--- src/rtl/tcw_pkg.sv ---
// ----------------------------------------------------------------------------
// tcw_pkg
// Shared constants, codes and controller/datapath interface types for the
// text console character writer.
// ----------------------------------------------------------------------------
package tcw_pkg;

  // Port field widths.
  localparam int IN_TDATA_W  = 24;
  localparam int OUT_TDATA_W = 48;
  localparam int CFG_IDX_W   = 3;
  localparam int CFG_DATA_W  = 16;
  localparam int CHAR_W      = 8;
  localparam int RCOL_W      = 7;
  localparam int RROW_W      = 6;
  localparam int COLOR_W     = 4;
  localparam int ATTR_W      = 16;
  localparam int CELL_W      = 32;
  localparam int CCOL_W      = 7;
  localparam int CROW_W      = 6;

  // Configuration register indexes.
  localparam logic [CFG_IDX_W-1:0] CFG_COLUMNS = 3'd0;
  localparam logic [CFG_IDX_W-1:0] CFG_ROWS    = 3'd1;
  localparam logic [CFG_IDX_W-1:0] CFG_FG      = 3'd2;
  localparam logic [CFG_IDX_W-1:0] CFG_BG      = 3'd3;
  localparam logic [CFG_IDX_W-1:0] CFG_ATTR    = 3'd4;

  localparam logic [7:0] COLUMNS_RST = 8'd80;
  localparam logic [6:0] ROWS_RST    = 7'd25;

  // Operations.
  localparam logic OP_PUT  = 1'b0;
  localparam logic OP_READ = 1'b1;

  // Control codes.
  localparam logic [CHAR_W-1:0] CH_BEL = 8'h07;
  localparam logic [CHAR_W-1:0] CH_BS  = 8'h08;
  localparam logic [CHAR_W-1:0] CH_TAB = 8'h09;
  localparam logic [CHAR_W-1:0] CH_LF  = 8'h0A;
  localparam logic [CHAR_W-1:0] CH_CR  = 8'h0D;

  localparam logic [CELL_W-1:0] BLANK_CELL = 32'h0000_0020;

  typedef struct packed {
    logic accept;     // latch the input item
    logic clr_full;   // blank one memory word of the power-up sweep
    logic clr_row;    // blank one word of the row leaving the top
    logic norm_init;  // start reducing the top-row pointer
    logic norm_step;  // one remainder step
    logic exec;       // read access or put update
    logic load_out;   // load the output register
  } tcw_cmd_t;

  typedef struct packed {
    logic clr_last;
    logic norm_last;
    logic scroll;
    logic rows_written;
  } tcw_sts_t;

endpackage

--- src/rtl/tcw_ctrl.sv ---
// ----------------------------------------------------------------------------
// tcw_ctrl
// Sequencer for the console: power-up sweep, top-pointer reduction after a
// row-count change, item execution, row clearing on scroll and hand-off to
// the output register.
// ----------------------------------------------------------------------------
module tcw_ctrl (
  input  logic              clk,
  input  logic              rst,
  input  logic              s_tvalid,
  output logic              s_tready,
  output logic              m_tvalid,
  input  logic              m_tready,
  input  tcw_pkg::tcw_sts_t sts,
  output tcw_pkg::tcw_cmd_t cmd
);

  typedef enum logic [2:0] {
    S_CLEAR,
    S_IDLE,
    S_NORM,
    S_EXEC,
    S_SCROLL,
    S_RESP
  } state_t;

  state_t state;
  logic   out_valid;
  logic   norm_pend;

  assign s_tready = (state == S_IDLE) && !norm_pend;
  assign m_tvalid = out_valid;

  always_comb begin
    cmd           = '0;
    cmd.accept    = s_tvalid && s_tready;
    cmd.clr_full  = (state == S_CLEAR);
    cmd.norm_init = (state == S_IDLE) && norm_pend;
    cmd.norm_step = (state == S_NORM);
    cmd.exec      = (state == S_EXEC);
    cmd.clr_row   = (state == S_SCROLL);
    cmd.load_out  = (state == S_RESP) && (!out_valid || m_tready);
  end

  always_ff @(posedge clk) begin
    if (rst) begin
      state     <= S_CLEAR;
      out_valid <= 1'b0;
      norm_pend <= 1'b0;
    end else begin
      // A new row count may leave the top pointer past the last row.
      if (sts.rows_written) begin
        norm_pend <= 1'b1;
      end else if (cmd.norm_init) begin
        norm_pend <= 1'b0;
      end

      if (cmd.load_out) begin
        out_valid <= 1'b1;
      end else if (m_tready) begin
        out_valid <= 1'b0;
      end

      unique case (state)
        S_CLEAR: begin
          if (sts.clr_last) state <= S_IDLE;
        end
        S_IDLE: begin
          if (norm_pend) begin
            state <= S_NORM;
          end else if (cmd.accept) begin
            state <= S_EXEC;
          end
        end
        S_NORM: begin
          if (sts.norm_last) state <= S_IDLE;
        end
        S_EXEC: begin
          state <= sts.scroll ? S_SCROLL : S_RESP;
        end
        S_SCROLL: begin
          if (sts.clr_last) state <= S_RESP;
        end
        S_RESP: begin
          if (cmd.load_out) state <= S_IDLE;
        end
        default: state <= S_IDLE;
      endcase
    end
  end

endmodule

--- config.mk ---
export PLATFORM = sky130hd
export DESIGN_NAME = tcw_ctrl
export DESIGN_NICKNAME = d
export VERILOG_FILES = /design/src/rtl/tcw_pkg.sv /design/src/rtl/tcw_ctrl.sv
export SDC_FILE = /design/constraint.sdc
export NUM_CORES = 1
export LEC_CHECK = 0
export BUFFER_PORTS_ARGS = -buffer_cell sky130_fd_sc_hd__buf_2
export CAP_MARGIN = 10
export CORE_AREA = 5 5 42 44
export DETAILED_ROUTE_END_ITERATION = 12
export DIE_AREA = 0 0 47 49
export GPL_ROUTABILITY_DRIVEN = 0
export PLACE_DENSITY = 0.46
export SLEW_MARGIN = 20
export SYNTH_ARGS = -nofsm -noshare
export SYNTH_HDL_FRONTEND = slang
export SYNTH_SLANG_ARGS = --single-unit
export TNS_END_PERCENT = 100
--- constraint.sdc ---
create_clock -name clk -period 2.8 [get_ports clk]
set_input_delay 0 -clock clk [delete_from_list [all_inputs] [get_ports clk]]
set_output_delay 0 -clock clk [all_outputs]
set_load 0.02 [all_outputs]
; Word level (Yosys, flattened, before mapping)
; Index checks and enable logic that the tools add are counted.
[classes]
n_reduce_logical = 11
muxes = 12
eq_ne = 10
[op_table]
columns = cell, count
row1 = $mux 3, 6
row2 = $pmux 3 s6, 1
row3 = $ne 2x2->1 const B, 4
row4 = $eq 3x2->1 const B, 2
row5 = $eq 3x3->1 const B, 2
row6 = $mux 1, 5
row7 = $reduce_and 5->1, 1
row8 = $logic_and 1x1->1, 4
row9 = $reduce_bool 2->1, 2
row10 = $eq 3x1->1 const B, 1
row11 = $logic_not 3->1, 1
row12 = $ne 3x3->1 const B, 1
row13 = $logic_not 1->1, 2
row14 = $logic_or 1x1->1, 1
[word_totals]
in_bits = 8
out_inout_bits = 9
reg_bits = 5

; Depth between registers and ports, before layout
; Gate-level depths: netlist of run 1.
[logic_depth]
ltp_word = 6
mapped_depth = 5
depth_no_buf = 4

; Least setup slack after synthesis of run 1
; No wires, ideal clock.
[synth_timing]
path_kind = reg2reg
start = register state[2]
end = register state[2]
slack_ns = 1.262
t_arrival_ns = 1.452
t_required_ns = 2.714
path_stages_with_launch = 5
path_cell_list = dfxtp_1 -> nor4b_2 -> nand2b_1 -> and2_4 -> a221oi_2
[synth_between]
elab_chain_cells = 5
elab_cells_between_ends = 16
cone_classes = 10 x eq/ne / 1 x mux / 5 x reduce/logical
[synth_rtl]
columns = element, line_no
row1 = start: declaration, tcw_ctrl.sv:27  ; state_t state;
row2 = start signal: assignment, tcw_ctrl.sv:79  ; state <= sts.scroll ? S_SCROLL : S_RESP;
row3 = $eq 3x1->1, tcw_ctrl.sv:31  ; assign s_tready = (state == S_IDLE) && !norm_pend;
row4 = $logic_and 1x1->1, tcw_ctrl.sv:31
row5 = via s_tready, tcw_ctrl.sv:11  ; output logic s_tready,
row6 = $logic_and 1x1->1, tcw_ctrl.sv:36  ; cmd.accept = s_tvalid && s_tready;
row7 = $ne 3x3->1 (no line), --
row8 = $reduce_and 5->1 (no line), --
; The timed path passes the listed nets, and every way through them passes these cells.
; A chain may end at the register's enable or synchronous reset.

; Worst setup path after layout of run 1
[layout_timing]
start = register state[0]
end = register norm_pend
[layout_between]
elab_chain_cells = 3
[layout_rtl]
columns = element, line_no
row1 = $eq 3x1->1, tcw_ctrl.sv:38  ; cmd.norm_init = (state == S_IDLE) && norm_pend;
row2 = $logic_and 1x1->1, tcw_ctrl.sv:38
row3 = $reduce_bool 2->1 (no line), --
row4 = end signal: assignment, tcw_ctrl.sv:49  ; norm_pend <= 1'b0;
row5 = end signal: assignment, tcw_ctrl.sv:53  ; norm_pend <= 1'b1;
row6 = end signal: assignment, tcw_ctrl.sv:55  ; norm_pend <= 1'b0;
row7 = end: declaration, tcw_ctrl.sv:29  ; logic norm_pend;
; Every way passes these cells.

==> results.toml, run 1 <==
[status]
status = "finished, final reports clean"

[drt]
first_iter_violations = 4
vias = 340
wl_um = 880
drc = 0
drt_first_pass_iters = 2
wl_per_cell_um = 11.7
routed_via_density = 4.53
postRouteAntennaNets = 0

[layout]
fin_util_pct = 33.4
finalInstanceArea_um2 = 468
drive_gt1_share_pct = 39.0
area_delta_synth_final_pct = 42.7
num_antenna_cells = 0
final_common_cell = "buf_2"
layout.nets = 68
most-common-layout-cells = "buf_2 (16), nor2_1 (5), dfxtp_1 (5)"

[sta]
finalMaxSlewViolations = 0
tightest_slew_ps = 408
min_period_ps = 1750
max_freq_mhz = 573
finalSetupViolCount = 0
hold_slack_ps = 71.1
rsz0062_at_grt = "false"
slew_headroom_pct = 72.7
setup_tns_ps = 0
skew_ps = 4.70
hold_viol = 0
period_share_pct = 62.3

[global_routing]
grt_pass1_wl_mm = 1.45
grt_pass1_vias = 342
grt_usage_pct = 8.93
grt_max_degree = 14
grt_overflow = 0
antenna_found_initial = 0

[worst_hold_path]
worstHoldPathType = "input pin to flop"

[placed_design]
placed_area_um2 = 412
hpwl_um = 649
port_buffers = 16

[synth]
synth_cells = 38
synth_area_um2 = 328
ys.flop_type = "dfxtp_1"
synth_xor_area_share_pct = 0
synth_edf_count = 0
synth-compound-area-share_pct = 23.3
avgSynthCellArea_um2 = 8.63
synth_warnings = 0
yosys.area_share.simple_pct = 36.6
synthAdderAreaFrac_pct = 0
synth_top_family_by_area = "simple AND/OR/NAND/NOR gates"
async_flop_share_pct = 0
ys_seq_area_share_pct = 30.5
synth.distinct_cells = 23
synth_nets = 46
synth.ff_latch_count = 5
muxShareOfSynthArea_pct = 3.44

[pwr]
power_w = 0.000271
power_per_cell_area_nw_per_um2 = 579
p_leak_nw = 0.216
irDropWorstVdd_uv = 191

[worst_setup_path]
crit_required_ps = 2930
crit_chain = "nor2b_1 -> nand2_1 -> a21oi_1 -> nor2_1 -> dlygate4sd3_1"
cp_max_fo = 13
slowest_delay_ps = 550
path_class = "flop to flop"
crit_path_end_kind = "flop"
critPathSlowestCell = "dfxtp_1"
start_kind = "flop"
arrival_ps = 1870

[clock_tree]
cts_buffers = 3
htreeDepth = 1
clockBufferDepth = 2
cts_resized = 0
clk_pin_slew_ps = 50
clkSinkCount = 5
hold_buffers = 3
cts_setup_buffers = 0
clkLatencyLatePin_ps = 250
cts_tree = "yes"
cts_root_buf = "clkbuf_4"

[floorplan]
start_util_pct = 23.4
io-pin-count = 17
die_y_um = 49
die-area_um2 = 2300
rows = 14
chipWidth_um = 47
core_um2 = 1400

[job]
max_cap_viol_count = 0
[worst paths after layout]
kind             from         to  slack [ps]  cells after the start
max          state[0]  norm_pend        1050                      5
min            sts[1]   state[0]          70                      3
max reg2reg  state[0]  norm_pend        1050                      5
min reg2reg  m_tvalid   m_tvalid         530                      2
[state kept, by name (all words and copies together) (netlist names)]
register	count
state	3
norm_pend	1
m_tvalid	1
[per-layer routing]
layer	GRT usage, %	share of wire, %	vias to the layer above
met1	11.8	47	147
met4	9.68	0	0
li1	-	-	182
met2	10.2	44	11
met3	2.58	9.4	0
met5	0	0	-
[critical path, delay by kind of cell, from the launching register on]
family,cells,cell delay (ps)
flops,1,550
buf+inv,1,540
simple gates,3,390
compound gates,1,140
[cell type report]
class / count / area [um2]
clock buffer: 4 / 26.3
inverter: 1 / 3.75
multi-input combinational: 30 / 208
timing repair buffer: 19 / 110
fill: 164 / 933
tap: 16 / 20.0
sequential: 5 / 100
[cells in the mapped netlist (all sizes together) (2+ instances only)]
library cell,count,share of area [%]
buf,2,5.0
and3,2,3.8
nand2b,3,5.7
nor2b,2,3.8
nor2,5,5.7
nor3,3,4.6
and2,2,5.0
a21oi,2,3.1
dfxtp,5,31
[power breakdown]
group | internal (W) | total, W | switching [W]
sequential | 0.0000793 | 0.0000960 | 0.0000168
combinational | 0.0000404 | 0.0000879 | 0.0000474
clock | 0.0000541 | 0.0000868 | 0.0000327
total | 0.000174 | 0.000271 | 0.0000970
[per-stage QoR]
| step | setup slack [ps] | instances |
|---|---|---|
| 2_1_floorplan | 1260 | 38 |
| 3_3_place_gp | 1280 | 68 |
| 3_5_place_dp | 1330 | 68 |
| 4_1_cts | 1070 | 75 |
| 5_1_grt | 928 | 75 |
| 6_report | 1050 | 75 |
[kinds of logic (layout without fill, tap and decap cells)]
kind of cell | count (synthesis) | count (layout)
flops | 5 | 5
mux | 1 | 1
compound gates | 9 | 9
simple gates | 20 | 20
buf+inv | 3 | 24
(Power assumes the default switching activity.)
==> inputs of run 2 (changes only) <==
Settings changed: ABC_AREA set to 1, PLACE_DENSITY 0.46 to 0.49.
Clock period 2.8 ns to 1.5 ns, I/O delays scaled along.
==> run 2 against run 1 <==
Effect of this change:
- setup slack worse by 830 ps
- first-iteration DRC count up 100%
- global-route usage fell by 0.34 points
- non-clock buffer count fell by 1
- synthesized area up 6.1%
- combinational power grew to 3.0 times the previous value
- wire length fell by 6.0%
- cell area grew 5.9%
- clock power rose by 77%
- critical endpoint is now cmd[6]
- largest power group is now combinational logic
==> results.toml, run 2 <==
[synth]
synth_warnings = 0
synthTopCellsByArea = "dfxtp_1 (29%), inv_1 (15%), nor2_1 (13%), nand2_1 (7.6%), nand3_1 (7.2%)"
synth_area_um2 = 348
synth_nets = 66
synth_cells = 58
synth.most_common_cell = "inv_1"
synth_edf_count = 0
avgSynthCellArea_um2 = 6.00
synth.distinct_cells = 14
async_flop_share_pct = 0
synth_top_area_share_pct = 28.8
synth_largest_area_cell = "dfxtp_1"
synthTopCellsByCount = "inv_1 (14), nor2_1 (12), nand2_1 (7)"
ys_seq_area_share_pct = 28.8
synth.ff_latch_count = 5
ys.flop_type = "dfxtp_1"

[worst_setup_path]
path_delay_family = "simple AND/OR/NAND/NOR gates"
r2r_cells = 6
cp_num_buf_inv = 2
cp_max_fo = 5
path_class = "flop to output pin"
crit_chain = "inv_1 -> nand3_1 -> nor3_1 -> buf_2"
crit_path_end_kind = "output pin"
crit_required_ps = 1500
arrival_ps = 1270
cp-endpoint = "cmd[6]"
critPathSlowestCell = "dfxtp_1"
crit_cells = 4
start_kind = "flop"
critPathLaunch = "state[1]"
reg2reg_slack_ps = 340
rr_endpoint = "state[0]"
r2r-start = "state[1]"
slowest_delay_ps = 340

[sta]
finalMaxSlewViolations = 0
rsz0062_at_grt = "false"
setup_tns_ps = 0
max_freq_mhz = 785
finalSetupViolCount = 0
period_share_pct = 84.9
slew_headroom_pct = 85.1
skew_ps = 4.79
setup_slack_ps = 227
tightest_slew_ps = 222
hold_viol = 0
min_period_ps = 1270
hold_slack_ps = 75.5

[layout]
num_antenna_cells = 0
final_common_cell = "buf_2"
drive_gt1_share_pct = 35.0
largest_reg_flops = 3
most-common-layout-cells = "buf_2 (16), inv_1 (14), nor2_1 (12)"
layout.nets = 89
largest_register = "state"
finalInstanceArea_um2 = 495
area_delta_synth_final_pct = 42.4

[floorplan]
die-area_um2 = 2300
start_util_pct = 24.8
chipWidth_um = 47
die_y_um = 49
io-pin-count = 17
core_um2 = 1400
rows = 14

[clock_tree]
clkSinkCount = 5
cts_buffers = 3
clkLatencyLatePin_ps = 240
cts_tree = "yes"
clockBufferDepth = 2
clk_pin_slew_ps = 50
cts_root_buf = "clkbuf_4"
cts_setup_buffers = 0
htreeDepth = 1
cts_resized = 0

[placed_design]
hpwl_um = 723
pre_cts_ws_ps = 334
placed_area_um2 = 448
port_buffers = 16

[drt]
routed_via_density = 4.07
drt_first_pass_iters = 3
wl_per_cell_um = 8.61
vias = 391
drc = 0
wl_um = 827
first_iter_violations = 8
postRouteAntennaNets = 0

[status]
status = "finished, final reports clean"

[pwr]
p_sw_w = 0.000254
p_seq_share_pct = 31.0
power_per_cell_area_nw_per_um2 = 1210
swShare_pct = 42.3
comb_power_share_pct = 43.3
p_int_w = 0.000346
irDropWorstVdd_uv = 668
p_leak_nw = 0.298
pwr-share-clk_pct = 25.7

[global_routing]
grt_max_degree = 7
grt_pass1_wl_mm = 1.39
grt_usage_pct = 8.59
grt_overflow = 0
grt_pass1_vias = 340
antenna_found_initial = 0

[worst_hold_path]
worstHoldPathType = "input pin to flop"

[job]
max_cap_viol_count = 0
[run 2: power groups by stage]
stage | logic (W) | clock network (W) | registers (W)
final | 0.000260 | 0.000154 | 0.000186
after global routing | 0.000298 | 0.000171 | 0.000190
after CTS | 0.000266 | 0.000162 | 0.000185
after detailed placement | 0.000261 | 0 | 0.000187
after global placement | 0.000264 | 0 | 0.000188
after floorplan | 0.000186 | 0 | 0.000186
[run 2: through the flow]
step,cells,util (%),power (W)
floorplan,58,-,0.000372
global placement,90,32.0,0.000453
detailed placement,90,32.0,0.000448
CTS,96,35.4,0.000612
global route,96,35.4,0.000658
finish,96,35.4,0.000600
[run 2: area by class of cell]
type / instances / area (um2)
flip-flops and latches: 5 / 100
multi-input cells: 37 / 188
inverters: 16 / 60.1
fillers: 167 / 906
well taps: 16 / 20.0
clock inverters: 1 / 5.00
repair buffers: 18 / 100
clock buffers: 3 / 22.5
[run 2: cells by family (layout without fill, tap and decap cells)]
kind of cell | after synthesis | after routing | share of synthesized area (%)
flops | 5 | 5 | 28.8
buf+inv | 16 | 38 | 17.3
simple gates | 34 | 34 | 49.3
compound gates | 3 | 3 | 4.68
[run 2: layer usage]
| layer | routed length [um] | global-route usage [%] |
|---|---|---|
| met1 | 340 | 9.89 |
| met2 | 390 | 11.8 |
| met3 | 71 | 3.69 |
| met4 | 23 | 6.91 |
| met5 | 0 | 0 |
[run 2: what timing repair did]
item	4_1_cts	5_1_grt
hold endpoints to repair	3	0
hold buffers	2	0
endpoints found under the setup margin	0	0
[run 2: worst min-delay path, stage by stage]
cell and delay [ps]:
buf_2 90, inv_1 30, nand2_1 80, a21oi_1 70
[run 2: how the worst min path moves through the flow]
| stage | start | endpoint | cells past startpoint |
|---|---|---|---|
| final | m_tready | m_tvalid | 4 |
| after global routing | m_tready | m_tvalid | 4 |
| after CTS | m_tready | m_tvalid | 4 |
| after detailed placement | rst | m_tvalid | 2 |
| after global placement | sts[0] | norm_pend | 3 |
| after floorplan | rst | m_tvalid | 1 |
==> inputs of run 3 (changes only) <==
Settings changed: ABC_AREA 1 to 0, PLACE_DENSITY 0.49 to 0.46.
Clock period 1.5 ns to 1.2 ns, I/O delays scaled along.
==> run 3 against run 2 <==
Effect of this change:
- the run now ends with setup timing left
- core utilization increased by 9.8 points
- register-to-register slack worse by 410 ps
- clock skew shrank 2.0 ps
- critical path depth did not move
- clock-buffer cell count rose by 1
- power is 27% higher
- highest routed layer unchanged
==> results.toml, run 3 (same netlist as run 1, synthesis figures left out) <==
[drt]
drt_first_pass_iters = 4
drc = 0
routed_via_density = 4.66
postRouteAntennaNets = 0
vias = 410
first_iter_violations = 2
wl_mm = 1.02
wl_per_cell_um = 11.5

[floorplan]
io-pin-count = 17
die-area_um2 = 2300
chipWidth_um = 47
rows = 14
core_um2 = 1400
start_util_pct = 23.4
die_y_um = 49

[layout]
most-common-layout-cells = "buf_4 (15), buf_2 (11), nor2_1 (5)"
final_common_cell = "buf_4"
largest_register = "state"
multiInputGateArea_um2 = 236
fin_util_pct = 45.2
seqCellArea_um2 = 111
num_antenna_cells = 0
drive_gt1_share_pct = 61.1
layout.nets = 81
n_fill_cell = 156
area_delta_synth_final_pct = 93.1
largest_reg_flops = 3

[global_routing]
antenna_found_initial = 0
grt_max_degree = 9
grt_usage_pct = 10.6
grt_pass1_wl_mm = 1.70
grt_pass1_vias = 406
grt_overflow = 0

[placed_design]
port_buffers = 16
pre_cts_ws_ps = -90.2
hpwl_um = 765

[clock_tree]
clockBufferDepth = 2
clkSinkCount = 5
cts_root_buf = "clkbuf_4"
htreeDepth = 1
cts_tree = "yes"
clk_pin_slew_ps = 40
clkLatencyLatePin_ps = 240
cts_buffers = 3

[sta]
min_period_ps = 1270
finalSetupViolCount = 2
finalMaxSlewViolations = 0
setup_tns_ps = -146
period_share_pct = 106
rsz0062_at_grt = "true"
setup_slack_ps = -73.1
tightest_slew_ps = 317
max_freq_mhz = 785
slew_headroom_pct = 78.5
hold_viol = 0
hold_slack_ps = 75.9
skew_ps = 2.77

[job]
max_cap_viol_count = 0

[worst_hold_path]
worstHoldPathType = "input pin to flop"

[worst_setup_path]
crit_required_ps = 1200
reg2reg_slack_ps = -70
start_kind = "flop"
path_class = "flop to output pin"
cp_max_fo = 5
crit_path_end_kind = "output pin"
arrival_ps = 1270

[status]
failed_checks = "setup timing"
status = "complete, but fails checks"

[pwr]
power_per_cell_area_nw_per_um2 = 1200
p_leak_nw = 0.292
irDropWorstVdd_uv = 474
==> run 3: cell types whose count changed in the layout (fill, tap and decap cells not counted), sizes merged, moves of 6 or more <==
cell	previous run	this run
nand3	6	0
inv	16	1
nor2	16	5
nand2	7	1
buf	16	30
==> run 3: worst paths after layout <==
check,from,end,depth (start not counted)
max,state[1],cmd[6],4
min,m_tready,m_tvalid,3
max reg2reg,state[2],state[2],4
min reg2reg,m_tvalid,m_tvalid,2
==> run 3: layer usage <==
metal  vias up  wire length (um)  GRT usage [%]
met1       182               412           11.1
met5         -                 0              0
met3         4                58           3.32
met2        14               493           15.2
li1        210                 -              -
met4         0                51           11.1
==> run 3: metrics by stage <==
step / area [um2] / total power [W] / cells
2_1_floorplan: 338 / 0.000379 / 38
3_3_place_gp: 504 / 0.000502 / 79
3_5_place_dp: 504 / 0.000501 / 79
4_1_cts: 594 / 0.000739 / 85
5_1_grt: 633 / 0.000809 / 88
6_report: 633 / 0.000762 / 88
==> run 3: timing repair <==
action / in CTS / in global routing
hold buffers: 2 / 0
setup buffers: 0 / 3
pin swaps: 3 / 2
hold endpoints to repair: 5 / 0
endpoints found under the setup margin: 8 / 7
resized for setup: 17 / 4
==> run 3: power breakdown <==
part	switching (W)	total, W	internal, W
sequential	0.0000309	0.000220	0.000189
combinational	0.000153	0.000345	0.000193
clock	0.0000705	0.000196	0.000126
total	0.000254	0.000762	0.000508
==> run 3: critical path: stages, from the launching register on <==
cell and delay, ps:
dfxtp_4 360, nor4b_4 290, buf_4 150, and2_4 120
buf_6 100
==> run 3: final cells by class <==
class                      count  share of cell area [%]
timing repair buffer          32                    36.8
clock buffer                   4                    4.15
tap                           16                    3.16
multi-input combinational     30                    37.4
sequential                     5                    17.6
inverter                       1                   0.988
